File: src/rtl/priority_counting_semaphore_unit_macros.svh
// ----------------------------------------------------------------------------
// Semaphore unit assertion macros
// Shared concurrent assertion wrappers for the semaphore unit RTL.
// ----------------------------------------------------------------------------
`ifndef PRIORITY_COUNTING_SEMAPHORE_UNIT_MACROS_SVH
`define PRIORITY_COUNTING_SEMAPHORE_UNIT_MACROS_SVH

`ifndef SYNTHESIS
`define PCSU_ASSERT_CLK(lbl, clk_s, rst_s, prop, msg) \
  lbl: assert property (@(posedge clk_s) disable iff (rst_s) prop) else $error(msg);
`define PCSU_ASSERT(lbl, prop, msg) \
  `PCSU_ASSERT_CLK(lbl, clk, rst, prop, msg)
`else
`define PCSU_ASSERT_CLK(lbl, clk_s, rst_s, prop, msg)
`define PCSU_ASSERT(lbl, prop, msg)
`endif

`endif

File: src/rtl/pcsu_pkg.sv
// ----------------------------------------------------------------------------
// Semaphore unit package
// Field widths, register indexes, mode codes and shared types.
// ----------------------------------------------------------------------------
package pcsu_pkg;

  localparam int ID_W        = 8;
  localparam int TASK_PRIO_W = 2;
  localparam int COUNT_W     = 8;
  localparam int WAITERS_W   = 4;
  localparam int CFG_IDX_W   = 2;

  localparam int DEF_WAIT_SLOTS      = 8;
  localparam int DEF_LOWEST_PRIORITY = 3;

  localparam logic [CFG_IDX_W-1:0] REG_MAX_COUNT     = 2'd0;
  localparam logic [CFG_IDX_W-1:0] REG_INITIAL_COUNT = 2'd1;

  localparam logic MODE_TAKE = 1'b0;
  localparam logic MODE_GIVE = 1'b1;

  localparam logic [COUNT_W-1:0] RESET_MAX_COUNT     = 8'd1;
  localparam logic [COUNT_W-1:0] RESET_INITIAL_COUNT = 8'd1;

  // Command from the controller to the row of wait cells.
  typedef struct packed {
    logic append;
    logic remove;
  } chain_cmd_t;

endpackage

File: src/rtl/pcsu_cell.sv
// ----------------------------------------------------------------------------
// Wait cell
// Holds one waiter, matches it against the most urgent level and shifts left.
// ----------------------------------------------------------------------------
module pcsu_cell
  import pcsu_pkg::*;
#(
  parameter int LOWEST_PRIORITY = DEF_LOWEST_PRIORITY,
  localparam int PRIO_W = $clog2(LOWEST_PRIORITY + 2)
) (
  input  logic              clk,
  input  logic              rst,
  input  chain_cmd_t        cmd,
  input  logic              occ,
  input  logic              sel_append,
  input  logic [PRIO_W-1:0] min_prio,
  input  logic              found_in,
  input  logic [ID_W-1:0]   nb_id,
  input  logic [PRIO_W-1:0] nb_prio,
  input  logic [ID_W-1:0]   new_id,
  input  logic [PRIO_W-1:0] new_prio,
  output logic [ID_W-1:0]   id,
  output logic [PRIO_W-1:0] prio,
  output logic              found_out,
  output logic              pick
);

  localparam logic [PRIO_W-1:0] EMPTY_PRIO = PRIO_W'(LOWEST_PRIORITY + 1);

  logic hit;

  assign hit       = occ && (prio == min_prio);
  assign pick      = hit && !found_in;
  // Every cell at or after the released one takes its right neighbour's entry.
  assign found_out = found_in || hit;

  always_ff @(posedge clk) begin
    if (rst) begin
      prio <= EMPTY_PRIO;
    end else if (cmd.remove && found_out) begin
      prio <= nb_prio;
    end else if (cmd.append && sel_append) begin
      prio <= new_prio;
    end
  end

  always_ff @(posedge clk) begin
    if (cmd.remove && found_out) begin
      id <= nb_id;
    end else if (cmd.append && sel_append) begin
      id <= new_id;
    end
  end

endmodule

File: src/rtl/pcsu_chain.sv
// ----------------------------------------------------------------------------
// Wait cell row
// Row of wait cells in arrival order, with the most urgent level search.
// ----------------------------------------------------------------------------
module pcsu_chain
  import pcsu_pkg::*;
#(
  parameter int WAIT_SLOTS      = DEF_WAIT_SLOTS,
  parameter int LOWEST_PRIORITY = DEF_LOWEST_PRIORITY,
  localparam int PRIO_W = $clog2(LOWEST_PRIORITY + 2),
  localparam int TW     = $clog2(WAIT_SLOTS + 1)
) (
  input  logic                   clk,
  input  logic                   rst,
  input  chain_cmd_t             cmd,
  input  logic [TW-1:0]          total,
  input  logic [ID_W-1:0]        new_id,
  input  logic [TASK_PRIO_W-1:0] new_prio,
  input  logic [PRIO_W-1:0]      min_sel,
  output logic [PRIO_W-1:0]      min_prio,
  output logic [ID_W-1:0]        woke_id
);

  `include "priority_counting_semaphore_unit_macros.svh"

  localparam int LEVELS = 2 ** PRIO_W;
  localparam logic [PRIO_W-1:0] EMPTY_PRIO = PRIO_W'(LOWEST_PRIORITY + 1);

  logic [WAIT_SLOTS-1:0][ID_W-1:0]   cell_id;
  logic [WAIT_SLOTS-1:0][PRIO_W-1:0] cell_prio;
  logic [WAIT_SLOTS-1:0][LEVELS-1:0] lvl_hit;
  logic [WAIT_SLOTS-1:0]             pick;
  logic [WAIT_SLOTS-1:0]             occ;
  logic [WAIT_SLOTS:0]               found;
  logic [LEVELS-1:0]                 present;

  assign found[0] = 1'b0;

  for (genvar i = 0; i < WAIT_SLOTS; i++) begin : g_cell
    logic [ID_W-1:0]   nb_id;
    logic [PRIO_W-1:0] nb_prio;

    if (i == WAIT_SLOTS - 1) begin : g_last
      assign nb_id   = '0;
      assign nb_prio = EMPTY_PRIO;
    end else begin : g_inner
      assign nb_id   = cell_id[i+1];
      assign nb_prio = cell_prio[i+1];
    end

    assign occ[i]     = TW'(i) < total;
    assign lvl_hit[i] = occ[i] ? (LEVELS'(1) << cell_prio[i]) : '0;

    pcsu_cell #(
      .LOWEST_PRIORITY(LOWEST_PRIORITY)
    ) u_cell (
      .clk       (clk),
      .rst       (rst),
      .cmd       (cmd),
      .occ       (occ[i]),
      .sel_append(TW'(i) == total),
      .min_prio  (min_sel),
      .found_in  (found[i]),
      .nb_id     (nb_id),
      .nb_prio   (nb_prio),
      .new_id    (new_id),
      .new_prio  (PRIO_W'(new_prio)),
      .id        (cell_id[i]),
      .prio      (cell_prio[i]),
      .found_out (found[i+1]),
      .pick      (pick[i])
    );
  end

  always_comb begin
    present = '0;
    for (int i = 0; i < WAIT_SLOTS; i++) begin
      present = present | lvl_hit[i];
    end
  end

  // The lowest level present among the waiters is the most urgent one.
  always_comb begin
    min_prio = '0;
    for (int v = LEVELS - 1; v >= 0; v--) begin
      if (present[v]) begin
        min_prio = PRIO_W'(v);
      end
    end
  end

  always_comb begin
    woke_id = '0;
    for (int i = 0; i < WAIT_SLOTS; i++) begin
      woke_id = woke_id | (pick[i] ? cell_id[i] : '0);
    end
  end

  `PCSU_ASSERT(a_pick_single, $onehot0(pick), "more than one wait cell picked")
  `PCSU_ASSERT(a_remove_picks, cmd.remove |-> $onehot(pick), "release found no waiter")
  `PCSU_ASSERT(a_cmd_exclusive, !(cmd.append && cmd.remove), "append and release together")

endmodule

File: src/rtl/priority_counting_semaphore_unit.sv
// ----------------------------------------------------------------------------
// Counting semaphore with priority wait list
// Top level: handshakes, count, configuration and the wait cell row.
// ----------------------------------------------------------------------------
// Each request word runs in an accept step and an execute step: when it is
// accepted the row of wait cells reports the most urgent priority level
// present, which is registered; in the execute step every cell compares
// itself with that level, the released waiter drives its id and the cells
// after it shift one place left, while the count and waiter total update and
// the result word is loaded. A new word is accepted only back in idle, so the
// block takes no new word before the last one is done. A result that waits
// in the output register holds the execute step until it is taken.
// Configuration writes are accepted only while no request word is being
// executed, and take precedence over a request word offered in the same
// cycle; a write of initial_count also loads the count. No clearing pass is
// needed after reset.
module priority_counting_semaphore_unit
  import pcsu_pkg::*;
#(
  parameter int WAIT_SLOTS      = DEF_WAIT_SLOTS,
  parameter int LOWEST_PRIORITY = DEF_LOWEST_PRIORITY
) (
  input  logic                   clk,
  input  logic                   rst,
  input  logic                   cfg_valid,
  output logic                   cfg_ready,
  input  logic [CFG_IDX_W-1:0]   cfg_index,
  input  logic [COUNT_W-1:0]     cfg_data,
  input  logic                   in_valid,
  output logic                   in_ready,
  input  logic                   mode,
  input  logic [ID_W-1:0]        task_id,
  input  logic [TASK_PRIO_W-1:0] task_priority,
  output logic                   out_valid,
  input  logic                   out_ready,
  output logic                   granted,
  output logic                   blocked,
  output logic                   list_full,
  output logic                   woke_valid,
  output logic [ID_W-1:0]        woke_task,
  output logic [COUNT_W-1:0]     count_now,
  output logic [WAITERS_W-1:0]   waiters_now
);

  `include "priority_counting_semaphore_unit_macros.svh"

  localparam int PRIO_W = $clog2(LOWEST_PRIORITY + 2);
  localparam int TW     = $clog2(WAIT_SLOTS + 1);

  typedef enum logic [1:0] {
    ST_IDLE = 2'b01,
    ST_EXEC = 2'b10
  } state_t;

  state_t                   state;
  logic [COUNT_W-1:0]       max_count;
  logic [COUNT_W-1:0]       sem_count;
  logic [COUNT_W-1:0]       sem_count_next;
  logic [TW-1:0]            waiter_total;
  logic [TW-1:0]            waiter_total_next;
  logic                     op_mode;
  logic [ID_W-1:0]          op_id;
  logic [TASK_PRIO_W-1:0]   op_prio;
  logic [PRIO_W-1:0]        min_q;
  logic [PRIO_W-1:0]        min_prio;
  logic [ID_W-1:0]          woke_id;
  chain_cmd_t               cmd;
  chain_cmd_t               chain_cmd;
  logic                     fire;
  logic                     f_grant;
  logic                     f_block;
  logic                     f_full;
  logic                     f_woke;
  logic [TW+WAITERS_W-1:0]  total_wide;

  assign in_ready  = (state == ST_IDLE) && !cfg_valid;
  assign cfg_ready = (state == ST_IDLE);
  assign fire      = (state == ST_EXEC) && (!out_valid || out_ready);
  assign chain_cmd = fire ? cmd : '0;
  assign total_wide = (TW + WAITERS_W)'(waiter_total_next);

  always_comb begin
    sem_count_next    = sem_count;
    waiter_total_next = waiter_total;
    cmd               = '0;
    f_grant           = 1'b0;
    f_block           = 1'b0;
    f_full            = 1'b0;
    f_woke            = 1'b0;
    unique case (op_mode)
      MODE_TAKE: begin
        priority if (sem_count != '0) begin
          sem_count_next = sem_count - COUNT_W'(1);
          f_grant        = 1'b1;
        end else if (waiter_total == TW'(WAIT_SLOTS)) begin
          f_full = 1'b1;
        end else begin
          cmd.append        = 1'b1;
          waiter_total_next = waiter_total + TW'(1);
          f_block           = 1'b1;
        end
      end
      MODE_GIVE: begin
        priority if (waiter_total == '0) begin
          if (sem_count < max_count) begin
            sem_count_next = sem_count + COUNT_W'(1);
          end
        end else begin
          cmd.remove        = 1'b1;
          waiter_total_next = waiter_total - TW'(1);
          f_woke            = 1'b1;
        end
      end
      default: begin
      end
    endcase
  end

  pcsu_chain #(
    .WAIT_SLOTS     (WAIT_SLOTS),
    .LOWEST_PRIORITY(LOWEST_PRIORITY)
  ) u_chain (
    .clk     (clk),
    .rst     (rst),
    .cmd     (chain_cmd),
    .total   (waiter_total),
    .new_id  (op_id),
    .new_prio(op_prio),
    .min_sel (min_q),
    .min_prio(min_prio),
    .woke_id (woke_id)
  );

  always_ff @(posedge clk) begin
    if (rst) begin
      state         <= ST_IDLE;
      out_valid     <= 1'b0;
      max_count     <= RESET_MAX_COUNT;
      sem_count     <= RESET_INITIAL_COUNT;
      waiter_total  <= '0;
    end else begin
      unique case (state)
        ST_IDLE: begin
          if (in_valid && in_ready) begin
            state <= ST_EXEC;
          end
        end
        ST_EXEC: begin
          if (fire) begin
            state <= ST_IDLE;
          end
        end
        default: begin
          state <= ST_IDLE;
        end
      endcase

      if (fire) begin
        out_valid    <= 1'b1;
        sem_count    <= sem_count_next;
        waiter_total <= waiter_total_next;
      end else if (out_ready) begin
        out_valid <= 1'b0;
      end

      // Writes only arrive while the block is idle.
      if (cfg_valid && cfg_ready) begin
        if (cfg_index == REG_MAX_COUNT) begin
          max_count <= cfg_data;
        end else if (cfg_index == REG_INITIAL_COUNT) begin
          sem_count <= cfg_data;
        end
      end
    end
  end

  // The cell row is stable while idle, so the search result is taken at accept.
  always_ff @(posedge clk) begin
    if (in_valid && in_ready) begin
      op_mode <= mode;
      op_id   <= task_id;
      op_prio <= task_priority;
      min_q   <= min_prio;
    end
    if (fire) begin
      granted     <= f_grant;
      blocked     <= f_block;
      list_full   <= f_full;
      woke_valid  <= f_woke;
      woke_task   <= f_woke ? woke_id : '0;
      count_now   <= sem_count_next;
      waiters_now <= total_wide[WAITERS_W-1:0];
    end
  end

  `PCSU_ASSERT(a_flags_exclusive, out_valid |-> $onehot0({granted, blocked, list_full, woke_valid}), "result flags overlap")
  `PCSU_ASSERT(a_total_bound, waiter_total <= TW'(WAIT_SLOTS), "waiter total beyond wait slots")
  `PCSU_ASSERT(a_woke_zero, (out_valid && !woke_valid) |-> (woke_task == '0), "woke id without release")
  `PCSU_ASSERT(a_accept_exec, (in_valid && in_ready) |=> (state == ST_EXEC && !in_ready), "accepted word not executed")

endmodule
File: config.mk
export PLATFORM = sky130hd
export DESIGN_NAME = priority_counting_semaphore_unit
export DESIGN_NICKNAME = d
export VERILOG_FILES = /design/src/rtl/pcsu_pkg.sv /design/src/rtl/pcsu_cell.sv /design/src/rtl/pcsu_chain.sv /design/src/rtl/priority_counting_semaphore_unit.sv
export VERILOG_INCLUDE_DIRS = /design/src /design/src/rtl
export SDC_FILE = /design/constraint.sdc
export NUM_CORES = 1
export LEC_CHECK = 0
export BUFFER_PORTS_ARGS = -buffer_cell sky130_fd_sc_hd__buf_2
export CORE_MARGIN = 3
export CORE_UTILIZATION = 62
export DETAILED_ROUTE_END_ITERATION = 8
export PLACE_DENSITY = 0.81
export SYNTH_ARGS = -nofsm -noshare
export SYNTH_HDL_FRONTEND = slang
export SYNTH_HIERARCHICAL = 1
export SYNTH_SLANG_ARGS = --single-unit
File: constraint.sdc
create_clock -name clk -period 4.6 [get_ports clk]
set_clock_uncertainty 0.2 [all_clocks]
set_input_delay 1.38 -clock clk [delete_from_list [all_inputs] [get_ports clk]]
set_output_delay 1.38 -clock clk [all_outputs]
set_load 0.01 [all_outputs]
==> metrics.md <==
| Metric | Value |
|---|---|
| Final Max Tran Viols | 0 |
| Routed wire length per instance | 22.49 um |
| Startpoint types | flip-flop |
| Post-Route Setup TNS | 0 ps |
| Area delta synth->final | 12.06% |
| Setup violators final | 0 |
| Critical Path End Type | flip-flop |
| # hold bufs at CTS | 0 |
| Top routing layer used | met4 |
| Pre-CTS setup slack | 648.6 ps |
| Cts repair resizes | 0 |
| Port Buffers | 52 |
| Metal2 WL | 11.99 mm |
| DRT iter0 DRCs | 878 |
| Die footprint | 16270 um2 |
| CTS clk-pin slew, worst paths | 60 ps |
| P_leak | 3.930 nW |
| Routed Antenna Nets | 0 |
| Initial antenna violation count | 0 |
| DR vias | 7495 |
| Synth Cell Area | 9160 um2 |
| Clock root cell | clkbuf_16 |
| Max Fclk | 246.0 MHz |
| I/O Pins | 53 |
| GRT Total Usage | 30.67% |
| Max-slew headroom | 38.63% |
| Ys Warns | 6 |
| Post-Route WL | 24.92 mm |
| Wire length on met3 | 2.435 mm |
| Worst-path fanout max | 15 |
| CTS Sinks | 149 |
| Overflow after GRT | 0 |
| Final setup margin | 534.3 ps |
| Met1 wire length | 9.886 mm |
| Worst path arrival time | 4160 ps |
| Maximum number of pins on one net before global-route repair | 41 |
| Hold slack final | 278.5 ps |
| Worst-Skew Late Latency | 430 ps |
| Final Power | 3.092 mW |
| Initial Utilization | 64.74% |
| Peak supply drop | 0.0002619 V |
| First-pass GRT wire length | 38.70 mm |
| H-tree depth | 4 |
| Share of cells above drive strength 1 | 22.31% |
| Worst Hold Class | reg -> reg |
| Synth Area per Inst | 10.89 um2 |
| Hold Fails Final Rpt | 0 |
| Vias per Instance | 6.764 |
| Core footprint | 14150 um2 |
| Clk buf depth | 2 |
| CTS tree | done |
| Gp weighted congestion | 0.9609 |
| Crit Path Class | reg -> reg |
| Layout Nets | 952 |
| Die width | 127.6 um |
| DRC viols | 0 |
| ANT cells | 0 |
| RSZ-0062 raised after global routing | no |
| Period utilisation layout | 88.39% |
| Worst slew pin tran | 918.7 ps |
| Data required, critical path | 4690 ps |
| Non-filler cells, final | 1108 |
| FP Rows | 43 |
| Number of max-cap violations | 0 |
| Vias in the first global route | 7229 |
| Drt pass-1 iters | 6 |
| PwrDens | 301.2 nW/um2 |
| TritonCTS Buffers | 17 |
| Tmin final | 4066 ps |
| DP HPWL | 17.83 mm |
| Die height | 127.6 um |
| Run status | complete, no violations |
| Cells after Synth | 841 |
| Number of setup buffers added after CTS | 0 |
| Placed cells | 1076 |
==> critical path: stages, from the launching register on <==
cell     delay (ps)
dfxtp_1         510
nor4_4          470
inv_1           160
a31o_2          250
a31o_2          240
a31o_2          240
a31o_2          240
a31o_2          230
a31o_2          240
a31o_2          230
and4b_1         500
a22oi_1         140
nand4_1         150
and2_1          130
==> stage by stage <==
| stage | cell area (um2) | util (%) |
|---|---|---|
| finish | 10260 | 72.54 |
| detailed placement | 9659 | 68.26 |
| global route | 10260 | 72.54 |
| floorplan | 9235 | - |
| CTS | 10260 | 72.54 |
| global placement | 9659 | 68.26 |
==> sequential cells by signal, indices dropped and copies added, names as in the netlist, 3 cells and up <==
signal	cells
count_now	8
max_count	8
min_q	3
op_id	8
sem_count	8
u_chain/g_cell.u_cell/id	64
u_chain/g_cell.u_cell/prio	24
waiter_total	4
waiters_now	4
woke_task	8
==> cells in the final DEF, fill, tap and decap left out, types with 17 or more instances in the layout <==
cell	n
xor2_1	28
a31oi_1	24
clkbuf_16	17
nand4_1	17
buf_2	52
mux2i_1	36
edfxtp_1	102
inv_1	31
buf_4	19
mux2_4	48
dfxtp_1	47
a22oi_1	32
a21oi_1	19
nor2_1	58
and4b_1	26
and3_1	17
nand2_1	72
conb_1	22
==> worst paths after layout <==
path / startpoint / slack (ps) / end / depth (start not counted)
max: waiter_total[0]$_SDFFE_PP0P_ / 530 / woke_task[7]$_SDFFCE_PN0P_ / 13
min: max_count[0]$_SDFFE_PP1P_ / 280 / max_count[0]$_SDFFE_PP1P_ / 2
max reg2reg: waiter_total[0]$_SDFFE_PP0P_ / 530 / woke_task[7]$_SDFFCE_PN0P_ / 13
min reg2reg: max_count[0]$_SDFFE_PP1P_ / 280 / max_count[0]$_SDFFE_PP1P_ / 2
==> layer usage <==
metal	global-route usage, %	up-vias
li1	-	3332
met1	39.32	3669
met2	50.39	430
met3	8.027	64
met4	10.85	0
met5	0	-
==> report_power, final <==
part	internal, mW	total [mW]	switching, mW
registers	1.44	1.47	0.0266
clock network	0.864	1.44	0.572
logic	0.0828	0.188	0.105
total	2.39	3.09	0.704
==> layout make-up <==
class,count,area (um2)
Clock buffer,19,432.9
Tap cell,180,225.2
Fill cell,975,3885
Clock inverter,13,172.7
Sequential cell,149,4004
Multi-Input combinational cell,642,4900
Inverter,34,127.6
Timing Repair Buffer,71,402.9
No activity file was read; power rests on OpenSTA's default activity.
